<file path="config.mk">
export PLATFORM = sky130hd
export DESIGN_NAME = prc_data_rle_decoder
export DESIGN_NICKNAME = d
export VERILOG_FILES = /design/src/sv/prcrle_pkg.sv /design/src/sv/prcrle_urom.sv /design/src/sv/prcrle_seq.sv /design/src/sv/prcrle_dp.sv /design/src/sv/prc_data_rle_decoder.sv
export SDC_FILE = /design/constraint.sdc
export NUM_CORES = 1
export LEC_CHECK = 0
export CAP_MARGIN = 20
export CORE_MARGIN = 4
export CORE_UTILIZATION = 54
export CTS_BUF_LIST = sky130_fd_sc_hd__clkbuf_4 sky130_fd_sc_hd__clkbuf_8 sky130_fd_sc_hd__clkbuf_16
export CTS_CLUSTER_DIAMETER = 200
export DETAILED_ROUTE_END_ITERATION = 7
export DONT_BUFFER_PORTS = 1
export GPL_ROUTABILITY_DRIVEN = 1
export HOLD_SLACK_MARGIN = 0.05
export PLACE_DENSITY = 0.8
export SLEW_MARGIN = 20
export SYNTH_ARGS = -nofsm -noshare
export SYNTH_HDL_FRONTEND = slang
export SYNTH_SLANG_ARGS = --single-unit
</file>
<file path="constraint.sdc">
create_clock -name clk_i -period 3.2 [get_ports clk_i]
set_clock_uncertainty 0.05 [all_clocks]
set_input_delay 0.64 -clock clk_i [delete_from_list [all_inputs] [get_ports clk_i]]
set_output_delay 0.64 -clock clk_i [all_outputs]
set_load 0.05 [all_outputs]
</file>
<file path="src/sv/prcrle_pkg.sv">
// ----------------------------------------------------------------------------
// prcrle_pkg
// Shared types, codes and tables for the data-segment RLE decoder.
// ----------------------------------------------------------------------------
package prcrle_pkg;

  localparam int ADDR_BITS_DEF = 16;
  localparam int UPC_W         = 4;
  localparam int CNT_W         = 7;

  // register index (byte address / 4)
  localparam logic REG_OUTPUT_BASE = 1'b0;

  // opcodes and opcode class bounds
  localparam logic [7:0] OP_END           = 8'h00;
  localparam logic [7:0] OP_TMPL_A        = 8'h01;
  localparam logic [7:0] OP_TMPL_B        = 8'h02;
  localparam logic [7:0] OP_TMPL_C        = 8'h03;
  localparam logic [7:0] OP_TMPL_D        = 8'h04;
  localparam logic [7:0] OP_INVALID_FIRST = 8'h05;
  localparam logic [7:0] OP_INVALID_LAST  = 8'h0F;
  localparam logic [7:0] OP_FF_RUN        = 8'h10;
  localparam logic [7:0] OP_FF_RUN_LAST   = 8'h1F;
  localparam logic [7:0] OP_REPEAT        = 8'h20;
  localparam logic [7:0] OP_REPEAT_LAST   = 8'h3F;
  localparam logic [7:0] OP_ZERO_RUN      = 8'h40;
  localparam logic [7:0] OP_ZERO_RUN_LAST = 8'h7F;
  localparam logic [7:0] OP_LITERAL       = 8'h80;

  // decode modes
  localparam logic [1:0] MODE_OPC  = 2'd0;
  localparam logic [1:0] MODE_TMPL = 2'd1;
  localparam logic [1:0] MODE_LIT  = 2'd2;
  localparam logic [1:0] MODE_REP  = 2'd3;

  // result status codes
  localparam logic [1:0] ST_NORMAL  = 2'd0;
  localparam logic [1:0] ST_END     = 2'd1;
  localparam logic [1:0] ST_INVALID = 2'd2;
  localparam logic [1:0] ST_EARLY   = 2'd3;

  // microprogram entry points
  localparam logic [UPC_W-1:0] U_END   = 4'd0;
  localparam logic [UPC_W-1:0] U_INV   = 4'd1;
  localparam logic [UPC_W-1:0] U_ZRUN  = 4'd2;
  localparam logic [UPC_W-1:0] U_FRUN  = 4'd3;
  localparam logic [UPC_W-1:0] U_REP   = 4'd4;
  localparam logic [UPC_W-1:0] U_LITOP = 4'd5;
  localparam logic [UPC_W-1:0] U_REPOP = 4'd6;
  localparam logic [UPC_W-1:0] U_LITB  = 4'd7;
  localparam logic [UPC_W-1:0] U_TOP   = 4'd8;
  localparam logic [UPC_W-1:0] U_TOPD  = 4'd9;
  localparam logic [UPC_W-1:0] U_TCON  = 4'd10;
  localparam logic [UPC_W-1:0] U_EOI   = 4'd11;

  // template slots: bit 8 marks an operand slot
  localparam logic [8:0] OPD = 9'h100;
  localparam logic [8:0] TMPL_ROM [0:3][0:7] = '{
    '{9'h000, 9'h000, 9'h000, 9'h000, 9'h0FF, 9'h0FF, OPD,    OPD   },
    '{9'h000, 9'h000, 9'h000, 9'h000, 9'h0FF, OPD,    OPD,    OPD   },
    '{9'h0A9, 9'h0F0, 9'h000, 9'h000, OPD,    OPD,    9'h000, OPD   },
    '{9'h0A9, 9'h0F0, 9'h000, OPD,    OPD,    OPD,    9'h000, OPD   }
  };
  localparam logic [7:0] TMPL_OPS [0:3] = '{8'd2, 8'd3, 8'd3, 8'd4};

  typedef enum logic [1:0] {DSEL_ZERO, DSEL_ONES, DSEL_INB, DSEL_TCON} dsel_e;
  typedef enum logic [1:0] {RPT_NONE, RPT_CNT, RPT_TMPL} rpt_e;
  typedef enum logic [1:0] {SEQ_END, SEQ_GOTO, SEQ_EOI, SEQ_TMPL} seq_e;
  typedef enum logic [1:0] {STEP_KEEP, STEP_CLR, STEP_INC} step_op_e;
  typedef enum logic [1:0] {OPS_KEEP, OPS_TMPL, OPS_LIT, OPS_DEC} ops_op_e;

  typedef struct packed {
    logic             emit;
    dsel_e            dsel;
    logic             valid;
    logic [1:0]       stat;
    rpt_e             rpt;
    seq_e             seq;
    logic [UPC_W-1:0] nxt;
    logic             mode_ld;
    logic [1:0]       mode_val;
    step_op_e         step_op;
    ops_op_e          ops_op;
    logic             set_fin;
  } cword_t;

  typedef struct packed {
    logic   load;
    logic   exec;
    logic   done;
    cword_t cw;
  } ctl_t;

  typedef struct packed {
    logic [1:0] mode;
    logic       fin;
    logic       eoi;
    logic       cnt_one;
    logic       tmpl_last;
    logic       can_emit;
  } dstat_t;

endpackage

</file>
<file path="src/sv/prcrle_urom.sv">
// ----------------------------------------------------------------------------
// prcrle_urom
// Control store: one control word per microprogram step.
// ----------------------------------------------------------------------------
module prcrle_urom (
  input  logic [prcrle_pkg::UPC_W-1:0] upc_i,
  output prcrle_pkg::cword_t           cw_o
);

  always_comb begin
    cw_o          = '0;
    cw_o.dsel     = prcrle_pkg::DSEL_ZERO;
    cw_o.rpt      = prcrle_pkg::RPT_NONE;
    cw_o.seq      = prcrle_pkg::SEQ_END;
    cw_o.step_op  = prcrle_pkg::STEP_KEEP;
    cw_o.ops_op   = prcrle_pkg::OPS_KEEP;
    cw_o.stat     = prcrle_pkg::ST_NORMAL;
    cw_o.mode_val = prcrle_pkg::MODE_OPC;
    unique case (upc_i)
      prcrle_pkg::U_END: begin
        cw_o.emit    = 1'b1;
        cw_o.stat    = prcrle_pkg::ST_END;
        cw_o.set_fin = 1'b1;
      end
      prcrle_pkg::U_INV: begin
        cw_o.emit    = 1'b1;
        cw_o.stat    = prcrle_pkg::ST_INVALID;
        cw_o.set_fin = 1'b1;
      end
      prcrle_pkg::U_ZRUN: begin
        cw_o.emit  = 1'b1;
        cw_o.valid = 1'b1;
        cw_o.rpt   = prcrle_pkg::RPT_CNT;
      end
      prcrle_pkg::U_FRUN: begin
        cw_o.emit  = 1'b1;
        cw_o.valid = 1'b1;
        cw_o.dsel  = prcrle_pkg::DSEL_ONES;
        cw_o.rpt   = prcrle_pkg::RPT_CNT;
      end
      prcrle_pkg::U_REP: begin
        cw_o.emit     = 1'b1;
        cw_o.valid    = 1'b1;
        cw_o.dsel     = prcrle_pkg::DSEL_INB;
        cw_o.rpt      = prcrle_pkg::RPT_CNT;
        cw_o.mode_ld  = 1'b1;
        cw_o.mode_val = prcrle_pkg::MODE_OPC;
      end
      prcrle_pkg::U_LITOP: begin
        cw_o.mode_ld  = 1'b1;
        cw_o.mode_val = prcrle_pkg::MODE_LIT;
        cw_o.ops_op   = prcrle_pkg::OPS_LIT;
        cw_o.seq      = prcrle_pkg::SEQ_EOI;
      end
      prcrle_pkg::U_REPOP: begin
        cw_o.mode_ld  = 1'b1;
        cw_o.mode_val = prcrle_pkg::MODE_REP;
        cw_o.seq      = prcrle_pkg::SEQ_EOI;
      end
      prcrle_pkg::U_LITB: begin
        cw_o.emit   = 1'b1;
        cw_o.valid  = 1'b1;
        cw_o.dsel   = prcrle_pkg::DSEL_INB;
        cw_o.ops_op = prcrle_pkg::OPS_DEC;
      end
      prcrle_pkg::U_TOP: begin
        cw_o.mode_ld  = 1'b1;
        cw_o.mode_val = prcrle_pkg::MODE_TMPL;
        cw_o.step_op  = prcrle_pkg::STEP_CLR;
        cw_o.ops_op   = prcrle_pkg::OPS_TMPL;
        cw_o.seq      = prcrle_pkg::SEQ_GOTO;
        cw_o.nxt      = prcrle_pkg::U_TCON;
      end
      prcrle_pkg::U_TOPD: begin
        cw_o.emit    = 1'b1;
        cw_o.valid   = 1'b1;
        cw_o.dsel    = prcrle_pkg::DSEL_INB;
        cw_o.step_op = prcrle_pkg::STEP_INC;
        cw_o.ops_op  = prcrle_pkg::OPS_DEC;
        cw_o.seq     = prcrle_pkg::SEQ_TMPL;
        cw_o.nxt     = prcrle_pkg::U_TCON;
      end
      prcrle_pkg::U_TCON: begin
        cw_o.emit    = 1'b1;
        cw_o.valid   = 1'b1;
        cw_o.dsel    = prcrle_pkg::DSEL_TCON;
        cw_o.step_op = prcrle_pkg::STEP_INC;
        cw_o.rpt     = prcrle_pkg::RPT_TMPL;
      end
      prcrle_pkg::U_EOI: begin
        cw_o.emit = 1'b1;
      end
      default: begin
        cw_o.seq = prcrle_pkg::SEQ_END;
      end
    endcase
  end

endmodule

</file>
<file path="src/sv/prcrle_seq.sv">
// ----------------------------------------------------------------------------
// prcrle_seq
// Step counter, opcode dispatch and jump logic of the microsequencer.
// ----------------------------------------------------------------------------
module prcrle_seq (
  input  logic               clk_i,
  input  logic               rst_ni,
  input  logic               in_valid_i,
  output logic               in_ready_o,
  input  logic [7:0]         in_byte_i,
  input  prcrle_pkg::dstat_t dstat_i,
  output prcrle_pkg::ctl_t   ctl_o
);

  logic                         busy_q, busy_d;
  logic [prcrle_pkg::UPC_W-1:0] upc_q, upc_d, entry;
  prcrle_pkg::cword_t           cw;
  logic                         acc, fire, hold, done;

  prcrle_urom u_urom (
    .upc_i (upc_q),
    .cw_o  (cw)
  );

  always_comb begin
    unique case (dstat_i.mode)
      prcrle_pkg::MODE_TMPL: entry = prcrle_pkg::U_TOPD;
      prcrle_pkg::MODE_LIT:  entry = prcrle_pkg::U_LITB;
      prcrle_pkg::MODE_REP:  entry = prcrle_pkg::U_REP;
      default: begin
        priority if (in_byte_i == prcrle_pkg::OP_END)   entry = prcrle_pkg::U_END;
        else if (in_byte_i <= prcrle_pkg::OP_TMPL_D)    entry = prcrle_pkg::U_TOP;
        else if (in_byte_i < prcrle_pkg::OP_FF_RUN)     entry = prcrle_pkg::U_INV;
        else if (in_byte_i >= prcrle_pkg::OP_LITERAL)   entry = prcrle_pkg::U_LITOP;
        else if (in_byte_i >= prcrle_pkg::OP_ZERO_RUN)  entry = prcrle_pkg::U_ZRUN;
        else if (in_byte_i >= prcrle_pkg::OP_REPEAT)    entry = prcrle_pkg::U_REPOP;
        else                                            entry = prcrle_pkg::U_FRUN;
      end
    endcase
  end

  assign acc  = in_valid_i && !busy_q;
  assign fire = busy_q && (!cw.emit || dstat_i.can_emit);
  assign hold = ((cw.rpt == prcrle_pkg::RPT_CNT) && !dstat_i.cnt_one) ||
                ((cw.rpt == prcrle_pkg::RPT_TMPL) && !dstat_i.tmpl_last);

  always_comb begin
    busy_d = busy_q;
    upc_d  = upc_q;
    done   = 1'b0;
    if (acc) begin
      if (!dstat_i.fin) begin
        busy_d = 1'b1;
        upc_d  = entry;
      end
    end else if (fire && !hold) begin
      unique case (cw.seq)
        prcrle_pkg::SEQ_END:  done = 1'b1;
        prcrle_pkg::SEQ_GOTO: upc_d = cw.nxt;
        prcrle_pkg::SEQ_EOI: begin
          if (dstat_i.eoi) upc_d = prcrle_pkg::U_EOI;
          else done = 1'b1;
        end
        prcrle_pkg::SEQ_TMPL: begin
          if (dstat_i.tmpl_last) done = 1'b1;
          else upc_d = cw.nxt;
        end
      endcase
      if (done) busy_d = 1'b0;
    end
  end

  always_ff @(posedge clk_i or negedge rst_ni) begin
    if (!rst_ni) begin
      busy_q <= 1'b0;
      upc_q  <= prcrle_pkg::U_END;
    end else begin
      busy_q <= busy_d;
      upc_q  <= upc_d;
    end
  end

  assign in_ready_o = !busy_q;
  assign ctl_o.load = acc && !dstat_i.fin;
  assign ctl_o.exec = fire;
  assign ctl_o.done = done;
  assign ctl_o.cw   = cw;

  a_fin_drop: assert property (@(posedge clk_i) disable iff (!rst_ni)
    acc && dstat_i.fin |=> !busy_q)
    else $error("item started after end of stream");

  a_upc_range: assert property (@(posedge clk_i) disable iff (!rst_ni)
    busy_q |-> upc_q <= prcrle_pkg::U_EOI)
    else $error("step counter out of program");

  a_done_idle: assert property (@(posedge clk_i) disable iff (!rst_ni)
    done |=> !busy_q)
    else $error("sequencer still busy after program end");

endmodule

</file>
<file path="src/sv/prcrle_dp.sv">
// ----------------------------------------------------------------------------
// prcrle_dp
// Decoder state, address counter, config register and result register.
// ----------------------------------------------------------------------------
module prcrle_dp #(
  parameter int ADDR_BITS = prcrle_pkg::ADDR_BITS_DEF
) (
  input  logic               clk_i,
  input  logic               rst_ni,
  input  prcrle_pkg::ctl_t   ctl_i,
  output prcrle_pkg::dstat_t dstat_o,
  input  logic [7:0]         in_byte_i,
  input  logic               end_of_input_i,
  input  logic               psel,
  input  logic               penable,
  input  logic               pwrite,
  input  logic [2:0]         paddr,
  input  logic [31:0]        pwdata,
  output logic [31:0]        prdata,
  output logic               out_valid_o,
  input  logic               out_ready_i,
  output logic [7:0]         out_byte_o,
  output logic [15:0]        out_addr_o,
  output logic               byte_valid_o,
  output logic               last_o,
  output logic [1:0]         status_o
);

  logic [1:0]                   mode_q, mode_d;
  logic [7:0]                   held_q, ops_q, ops_d, byte_q;
  logic [3:0]                   step_q, step_d, nstep;
  logic [prcrle_pkg::CNT_W-1:0] cnt_q, cnt_d, cnt_init;
  logic [ADDR_BITS-1:0]         waddr_q, waddr_d;
  logic [15:0]                  base_q;
  logic                         fin_q, fin_d, eoi_q, oval_q, oval_d;
  logic [1:0]                   tix;
  logic [8:0]                   cur_slot, nxt_slot;
  logic                         cfg_wr, emit_en;
  logic [7:0]                   obyte;
  logic [1:0]                   ostat;

  prcrle_pkg::cword_t cw;
  assign cw = ctl_i.cw;

  assign cfg_wr   = psel && penable && pwrite &&
                    (paddr[2] == prcrle_pkg::REG_OUTPUT_BASE);
  assign prdata   = 32'(base_q);
  assign tix      = held_q[1:0] - 2'd1;
  assign nstep    = step_q + 4'd1;
  assign cur_slot = prcrle_pkg::TMPL_ROM[tix][step_q[2:0]];
  assign nxt_slot = prcrle_pkg::TMPL_ROM[tix][nstep[2:0]];
  assign emit_en  = ctl_i.exec && cw.emit;

  always_comb begin
    if (mode_q == prcrle_pkg::MODE_REP) begin
      cnt_init = prcrle_pkg::CNT_W'(held_q[4:0]) + prcrle_pkg::CNT_W'(2);
    end else if (in_byte_i[6]) begin
      cnt_init = prcrle_pkg::CNT_W'(in_byte_i[5:0]) + prcrle_pkg::CNT_W'(1);
    end else begin
      cnt_init = prcrle_pkg::CNT_W'(in_byte_i[3:0]) + prcrle_pkg::CNT_W'(1);
    end
  end

  always_comb begin
    unique case (cw.dsel)
      prcrle_pkg::DSEL_ZERO: obyte = 8'h00;
      prcrle_pkg::DSEL_ONES: obyte = 8'hFF;
      prcrle_pkg::DSEL_INB:  obyte = byte_q;
      prcrle_pkg::DSEL_TCON: obyte = cur_slot[7:0];
    endcase
    ostat = (ctl_i.done && eoi_q && (cw.stat == prcrle_pkg::ST_NORMAL)) ?
            prcrle_pkg::ST_EARLY : cw.stat;
  end

  always_comb begin
    mode_d  = mode_q;
    ops_d   = ops_q;
    step_d  = step_q;
    cnt_d   = cnt_q;
    fin_d   = fin_q;
    waddr_d = waddr_q;
    oval_d  = oval_q && !out_ready_i;
    if (cfg_wr) begin
      waddr_d = ADDR_BITS'(pwdata[15:0]);
    end
    if (ctl_i.load) begin
      cnt_d = cnt_init;
    end
    if (ctl_i.exec) begin
      if (cw.mode_ld) mode_d = cw.mode_val;
      unique case (cw.step_op)
        prcrle_pkg::STEP_CLR: step_d = 4'd0;
        prcrle_pkg::STEP_INC: begin
          step_d = nstep;
          if (nstep[3]) mode_d = prcrle_pkg::MODE_OPC;
        end
        default: step_d = step_q;
      endcase
      unique case (cw.ops_op)
        prcrle_pkg::OPS_TMPL: ops_d = prcrle_pkg::TMPL_OPS[held_q[1:0] - 2'd1];
        prcrle_pkg::OPS_LIT:  ops_d = {1'b0, byte_q[6:0]} + 8'd1;
        prcrle_pkg::OPS_DEC: begin
          if (ops_q != 8'd0) ops_d = ops_q - 8'd1;
          if (mode_q == prcrle_pkg::MODE_LIT && ops_q <= 8'd1) begin
            mode_d = prcrle_pkg::MODE_OPC;
          end
        end
        default: ops_d = ops_q;
      endcase
      if (cw.rpt == prcrle_pkg::RPT_CNT) cnt_d = cnt_q - prcrle_pkg::CNT_W'(1);
      if (cw.set_fin) fin_d = 1'b1;
      if (ctl_i.done && eoi_q) begin
        fin_d  = 1'b1;
        mode_d = prcrle_pkg::MODE_OPC;
      end
      if (cw.emit) begin
        oval_d = 1'b1;
        if (cw.valid) waddr_d = waddr_q + ADDR_BITS'(1);
      end
    end
  end

  always_ff @(posedge clk_i or negedge rst_ni) begin
    if (!rst_ni) begin
      mode_q  <= prcrle_pkg::MODE_OPC;
      held_q  <= 8'h00;
      ops_q   <= 8'h00;
      step_q  <= 4'd0;
      cnt_q   <= '0;
      fin_q   <= 1'b0;
      waddr_q <= '0;
      base_q  <= 16'h0000;
      oval_q  <= 1'b0;
    end else begin
      mode_q  <= mode_d;
      ops_q   <= ops_d;
      step_q  <= step_d;
      cnt_q   <= cnt_d;
      fin_q   <= fin_d;
      waddr_q <= waddr_d;
      oval_q  <= oval_d;
      if (cfg_wr) base_q <= pwdata[15:0];
      if (ctl_i.load && mode_q == prcrle_pkg::MODE_OPC) held_q <= in_byte_i;
    end
  end

  always_ff @(posedge clk_i) begin
    if (ctl_i.load) begin
      byte_q <= in_byte_i;
      eoi_q  <= end_of_input_i;
    end
    if (emit_en) begin
      out_byte_o   <= obyte;
      out_addr_o   <= 16'(waddr_q);
      byte_valid_o <= cw.valid;
      last_o       <= ctl_i.done;
      status_o     <= ostat;
    end
  end

  assign out_valid_o       = oval_q;
  assign dstat_o.mode      = mode_q;
  assign dstat_o.fin       = fin_q;
  assign dstat_o.eoi       = eoi_q;
  assign dstat_o.cnt_one   = (cnt_q == prcrle_pkg::CNT_W'(1));
  assign dstat_o.tmpl_last = nstep[3] || nxt_slot[8];
  assign dstat_o.can_emit  = !oval_q || out_ready_i;

  a_cnt_live: assert property (@(posedge clk_i) disable iff (!rst_ni)
    ctl_i.exec && cw.rpt == prcrle_pkg::RPT_CNT |-> cnt_q != '0)
    else $error("run counter underflow");

  a_step_range: assert property (@(posedge clk_i) disable iff (!rst_ni)
    step_q <= 4'd8)
    else $error("template step past end");

  a_fin_sticky: assert property (@(posedge clk_i) disable iff (!rst_ni)
    fin_q |=> fin_q)
    else $error("finished flag dropped");

endmodule

</file>
<file path="src/sv/prc_data_rle_decoder.sv">
// ----------------------------------------------------------------------------
// prc_data_rle_decoder
// Run-length decoder for a compressed initialized-data segment.
// ----------------------------------------------------------------------------
//  channel  | signals                                         | dir
//  ---------+-------------------------------------------------+-----
//  in       | in_valid_i/in_ready_o, in_byte_i, end_of_input_i | in
//  out      | out_valid_o/out_ready_i, out_byte_o, out_addr_o, | out
//           | byte_valid_o, last_o, status_o                   |
//  cfg      | psel, penable, pwrite, paddr, pwdata, prdata,    | in
//           | pready (output_base at 0)                        |
//
//  An item is taken while idle; the microprogram then runs one step per
//  cycle unless a result stalls: one step per result, plus one for a
//  literal, repeat or template opcode. The single-step sequencer sets
//  the rate. Items after the end of stream are taken and dropped.
//  Reset clears the control state and output_base, not the data registers.
//  A stalled result holds the sequencer at its next emitting step.
// ----------------------------------------------------------------------------
module prc_data_rle_decoder #(
  parameter int ADDR_BITS = prcrle_pkg::ADDR_BITS_DEF
) (
  input  logic        clk_i,
  input  logic        rst_ni,
  input  logic        in_valid_i,
  output logic        in_ready_o,
  input  logic [7:0]  in_byte_i,
  input  logic        end_of_input_i,
  output logic        out_valid_o,
  input  logic        out_ready_i,
  output logic [7:0]  out_byte_o,
  output logic [15:0] out_addr_o,
  output logic        byte_valid_o,
  output logic        last_o,
  output logic [1:0]  status_o,
  input  logic        psel,
  input  logic        penable,
  input  logic        pwrite,
  input  logic [2:0]  paddr,
  input  logic [31:0] pwdata,
  output logic [31:0] prdata,
  output logic        pready
);

  prcrle_pkg::ctl_t   ctl;
  prcrle_pkg::dstat_t dstat;

  assign pready = 1'b1;

  prcrle_seq u_seq (
    .clk_i      (clk_i),
    .rst_ni     (rst_ni),
    .in_valid_i (in_valid_i),
    .in_ready_o (in_ready_o),
    .in_byte_i  (in_byte_i),
    .dstat_i    (dstat),
    .ctl_o      (ctl)
  );

  prcrle_dp #(
    .ADDR_BITS (ADDR_BITS)
  ) u_dp (
    .clk_i          (clk_i),
    .rst_ni         (rst_ni),
    .ctl_i          (ctl),
    .dstat_o        (dstat),
    .in_byte_i      (in_byte_i),
    .end_of_input_i (end_of_input_i),
    .psel           (psel),
    .penable        (penable),
    .pwrite         (pwrite),
    .paddr          (paddr),
    .pwdata         (pwdata),
    .prdata         (prdata),
    .out_valid_o    (out_valid_o),
    .out_ready_i    (out_ready_i),
    .out_byte_o     (out_byte_o),
    .out_addr_o     (out_addr_o),
    .byte_valid_o   (byte_valid_o),
    .last_o         (last_o),
    .status_o       (status_o)
  );

endmodule

</file>
* After elaboration in Yosys (flattened, before gate mapping) *
Cells that the tools add are included.

storage, ports and cells
  input bits = 51
  flip-flop bits (word level) = 102
  output and inout bits = 63
  word-level logic and storage cells = 196

cells by class
  add/subtract/negate cells = 9
  order comparisons = 9
  muxes and demuxes = 70
  bitwise logic cells = 4
  eq/ne operators = 32
  reduce and logical (&&, ||, !) cells = 54

operators by type and width
  operator                                       number
  binary-select mux 72 bit (select 2 bit)        1
  two-way mux 72 bit                             2
  two-way mux 16 bit                             4
  binary-select mux 9 bit (select 3 bit)         2
  two-way mux 4 bit                              11
  two-way mux 8 bit                              5
  two-way mux 7 bit                              5
  case mux 8 bit (4 select lines)                1
  case mux 4 bit (3 select lines)                2
  case mux 8 bit (3 select lines)                1
  == test 2 bit, second input constant           10
  two-way mux 9 bit                              2
  case mux 2 bit (3 select lines)                3
  two-way mux 1 bit                              17
  adder 16 x 1 -> 16 bit, second input constant  1
  binary-select mux 8 bit (select 2 bit)         1
  == test 4 x 3 -> 1 bit, second input constant  4
  == test 4 bit, second input constant           4
  logical AND 1 bit                              15
  == test 2 x 1 -> 1 bit, second input constant  6
  two-way mux 2 bit                              6
  case mux 2 bit (2 select lines)                3
  case mux 3 bit (4 select lines)                1
  OR reduction 2 bit                             5
  44 further kinds                               66

* Longest topological paths before layout *
  word-level depth = 21
  depth in mapped cells = 14
  mapped depth without buffers = 11

* Cells and area by module *
From an unflattened synthesis, not the netlist that was laid out.

second synthesis, totals
  cells, all modules = 612
  area total of the unflattened synthesis = 5858.1 um^2

modules (own cells, without submodules)
  module                sequential area each (um^2)  times used  cells an instance  area each (um^2)
  prcrle_dp             2612.5                       1           505                5012.3
  prcrle_seq            125.1                        1           61                 549.3
  prcrle_urom           0.0                          1           44                 285.3
  prc_data_rle_decoder  0.0                          1           2                  11.3

* Worst setup path after synthesis *
No wires, ideal clock.

  path kind = input-to-reg
  start = input out_ready_i
  end = register u_dp.byte_valid_o, enable pin
  slack = 0.348 ns
  data required time = 2.737 ns
  library setup time = 0.413 ns
  path buffers = 1
  arrival = 2.389 ns
  stages = 4
  cell sequence = nand2b_1 buf_1 o21ai_1 nor2_1

between the ends
  word-level cells in the longest chain between the ends = 4

RTL lines
  what                  RTL line                    RTL
  from (decl)           prc_data_rle_decoder.sv:30  input logic out_ready_i,
  logical OR 1 bit      prcrle_dp.sv:167            assign dstat_o.can_emit = !oval_q || out_ready_i;
  logical OR 1 bit      prcrle_seq.sv:43            assign fire = busy_q && (!cw.emit || dstat_i.can_emit);
  logical AND 1 bit     prcrle_seq.sv:43
  logical AND 1 bit     prcrle_dp.sv:52             assign emit_en = ctl_i.exec && cw.emit;
  via u_dp.emit_en      prcrle_dp.sv:38             logic cfg_wr, emit_en;
  to (signal assigned)  prcrle_dp.sv:155            byte_valid_o <= cw.valid;
  to (decl)             prcrle_dp.sv:24             output logic byte_valid_o,

The timed path passes the listed nets, and every way through them passes these cells.
A chain may end at the register's enable or synchronous reset.

* Final worst setup path *
  start = register u_seq.upc_q[1] (netlist bit)
  end = register u_dp.ops_q[2]

between the ends
  word-level cells in the longest chain between the ends = 7
  elaborated cells between the ends (all ways) = 25
  classes of those cells = eq/ne: 14; mux: 3; reduce/logical: 8

RTL lines
  what                                                   RTL line          RTL
  from (decl)                                            prcrle_seq.sv:16  logic [prcrle_pkg::UPC_W-1:0] upc_q, upc_d, entry;
  from (signal assigned)                                 prcrle_seq.sv:76  upc_q <= prcrle_pkg::U_END;
  from (signal assigned)                                 prcrle_seq.sv:79  upc_q <= upc_d;
  branches (longest 7 deep; another with == test 4 bit)  --
  to (signal assigned)                                   prcrle_dp.sv:136  ops_q <= ops_d;
  to (decl)                                              prcrle_dp.sv:30   logic [7:0] held_q, ops_q, ops_d, byte_q;

Several ways; the timed one is not identified.

==> reports/qor.yml <==
worst-path-max-fanout: 16
netlist_area_um2: 5810
slew_violations: 0
crit_end: "u_dp.ops_q[2]"
tightestPinTransition_ns: 0.795
seq_area_frac_synth_pct: 47.1
synthToLayoutAreaGrowth_pct: 4.95
critPathLaunch: "u_seq.upc_q[1]"
setup_tns_ns: 0
grt.total_usage_pct: 21.6
fin_ws_ns: 0.304
layout.nets: 680
cts_sinks: 102
synth_common_cells: "95 x nand2_1, 65 x dfrtp_1, 48 x nor2_1"
first_pass_iters: 6
power.total_uw: 6520
n_antenna_cell: 0
p_leak_uw: 0.00252
hold_viol: 0
clk_path_buf_depth: 2
grt_pass1_vias: 4337
synth_flop_cell: "dfrtp_1"
clkTransAtPathRegs_ns: 0.10
vias: 4527
gp_congestion: 0.900
yosys.area.top_type: "dfrtp_1"
synthCells: 610
wirelength_mm: 13.2
setup_viol: 0
fillers: 881
slew-limit-headroom_pct: 46.6
multi_input_area_um2: 2780
utilization_pct: 58.6
max_cap_violations: 0
ios: 114
grt_setup_unrepaired: "false"
wl_per_cell_um: 17.7
antenna_left: 0
whs_ns: 0.0799
r2r_slack_ns: 0.30
cts_buffers: 9
grt-ovfl-total: 0
synth_most_common_cell: "nand2_1"
crit_type: "flop to flop"
synthDistinctLibCells: 66
ys_ff_latch: 102
cp-end-kind: "flop"
synth_edf_count: 37
drc_errors: 0
core.rowCount: 37
synthTopCellsByArea: "dfrtp_1 28%, edfxtp_1 19%, nand2_1 6.1%, ha_1 5.0%, o21ai_0 3.7%"
drtIter0Drc: 484
min_period_ns: 2.90
tritoncts: "yes"
grt_pass1_wl_mm: 22.1
seq_area_um2: 2740
dpl.hpwl_mm: 9.54
post_cts_resized: 0
core_area_um2: 10400
yosysTopAreaCellShare_pct: 28.0
initial_core_util_pct: 55.8
reg2regPathDepth: 10
clkLatencyLatePin_ns: 0.38
irDropWorstVdd_uv: 539
htreeDepth: 3
dieArea_um2: 12500
reg2reg_to: "u_dp.ops_q[2]"
crit_required_ns: 3.44
place_ws_ns: 0.399
vias_per_cell: 6.06
hold_path.class: "input pin to async pin"
clockRootBuffer: "clkbuf_8"
status: "finished clean"
synthArstFlopShare_pct: 63.7
yosys_warnings: 0
drive_gt1_share_pct: 10.5
final.period_utilization_pct: 90.5
fmax_ghz: 0.345
fp.dieH_um: 112
syn_avg_cell_area_um2: 9.53
antenna_found_initial: 0
p_per_area_nw_per_um2: 1070
die-width_um: 112
portBuffers: 0
startpoint_type: "flop"
grt_start_max_net_pins: 66
rr_startpoint: "u_seq.upc_q[1]"
arrival_ns: 3.14
flip-flops by register name, indices dropped and copies added (netlist names):
| register | cells |
|---|---|
| u_dp.eoi_q | 1 |
| u_dp.byte_valid_o | 1 |
| u_dp.byte_q | 8 |
| u_dp.held_q | 5 |
| u_seq.upc_q | 4 |
| u_dp.mode_q | 2 |
| u_seq.busy_q | 1 |
| u_dp.last_o | 1 |
| u_dp.out_byte_o | 8 |
| u_dp.cnt_q | 7 |
| u_dp.step_q | 4 |
| u_dp.waddr_q | 16 |
| u_dp.base_q | 16 |
| u_dp.status_o | 2 |
| u_dp.out_valid_o | 1 |
| u_dp.fin_q | 1 |
| u_dp.out_addr_o | 16 |
| u_dp.ops_q | 8 |
logic make-up after synthesis:
| group | Yosys count | share of synthesized area [%] |
|---|---|---|
| compound gates | 149 | 18.0 |
| xor+xnor | 16 | 2.41 |
| simple gates | 235 | 18.5 |
| mux | 15 | 2.78 |
| fa+ha+maj | 23 | 4.95 |
| buf+inv | 68 | 6.09 |
| other cells | 2 | 0.129 |
| flops | 102 | 47.1 |
cell type report:
cell class	instances	share of cell area (%)
timing repair buffer	14	2.01
multi-input combinational	455	45.6
clock buffer	10	2.15
tap	136	2.79
sequential	102	44.9
inverter	24	1.48
clock inverter	6	1.13
metal layers:
metal  share of wire, %  track usage, %  vias up
met5                  0               0        -
li1                   -               -     2131
met3                7.2            4.78       25
met4                2.5            9.41        0
met1                 45            30.3     2170
met2                 45            32.5      201
worst min-delay path by stage:
stage	startpoint	endpoint	slack, ns	cells after the start
floorplan	rst_ni	u_dp.base_q[0]	0.29	0
global placement	rst_ni	u_dp.ops_q[1]	0.30	0
detailed placement	rst_ni	u_dp.ops_q[1]	0.30	0
CTS	rst_ni	u_dp.waddr_q[14]	0.07	1
global route	rst_ni	u_dp.ops_q[7]	0.08	1
finish	rst_ni	u_dp.ops_q[7]	0.08	1
what timing repair did:
item,in CTS,in global routing
buffers inserted,0,0
hold buffers,1,0
endpoints found under the hold margin,65,0
power by group:
group | internal, µW | switching [µW] | leakage [µW]
Sequential | 1980 | 1190 | 0.00111
Combinational | 981 | 1530 | 0.00131
Clock | 378 | 462 | 0.000104
worst max-delay path, stage by stage (launching register included):
cell and delay [ns]:
dfrtp_1 0.57, or2_2 0.41, inv_1 0.09, buf_4 0.17
nor2_1 0.07, nor2b_1 0.16, ha_1 0.30, nand3_1 0.18
o221ai_2 0.52, o21ai_0 0.18, o21ai_0 0.11
stage by stage:
step,area [µm²],std cells
floorplan,5870,625
global placement,5870,729
detailed placement,5870,729
CTS,6100,746
global route,6100,747
finish,6100,747
layout by cell type (no fill, tap or decap), types with 3 or more instances in the layout:
cell,synthesis,routed
a31oi_1,3,3
buf_4,21,12
a21oi_1,30,30
or3_1,4,4
mux2i_1,6,6
nand2_1,95,95
nand4_1,4,4
nand3_1,25,25
o21ai_0,43,43
o211ai_1,5,5
and3_1,5,5
xnor2_1,10,10
mux2_2,9,9
nand2b_1,9,9
nor2b_1,15,15
ha_1,23,23
o22ai_1,4,4
a211o_1,6,6
or2_2,3,3
edfxtp_1,37,37
nor3_1,17,17
xor2_1,6,6
a211oi_1,4,4
o21a_1,5,5
conb_1,2,17
inv_1,24,24
nor2_1,48,47
o221a_2,9,9
clkbuf_8,0,9
dfrtp_1,65,65
a22oi_1,9,9
Power figures use the tool's default switching activity.
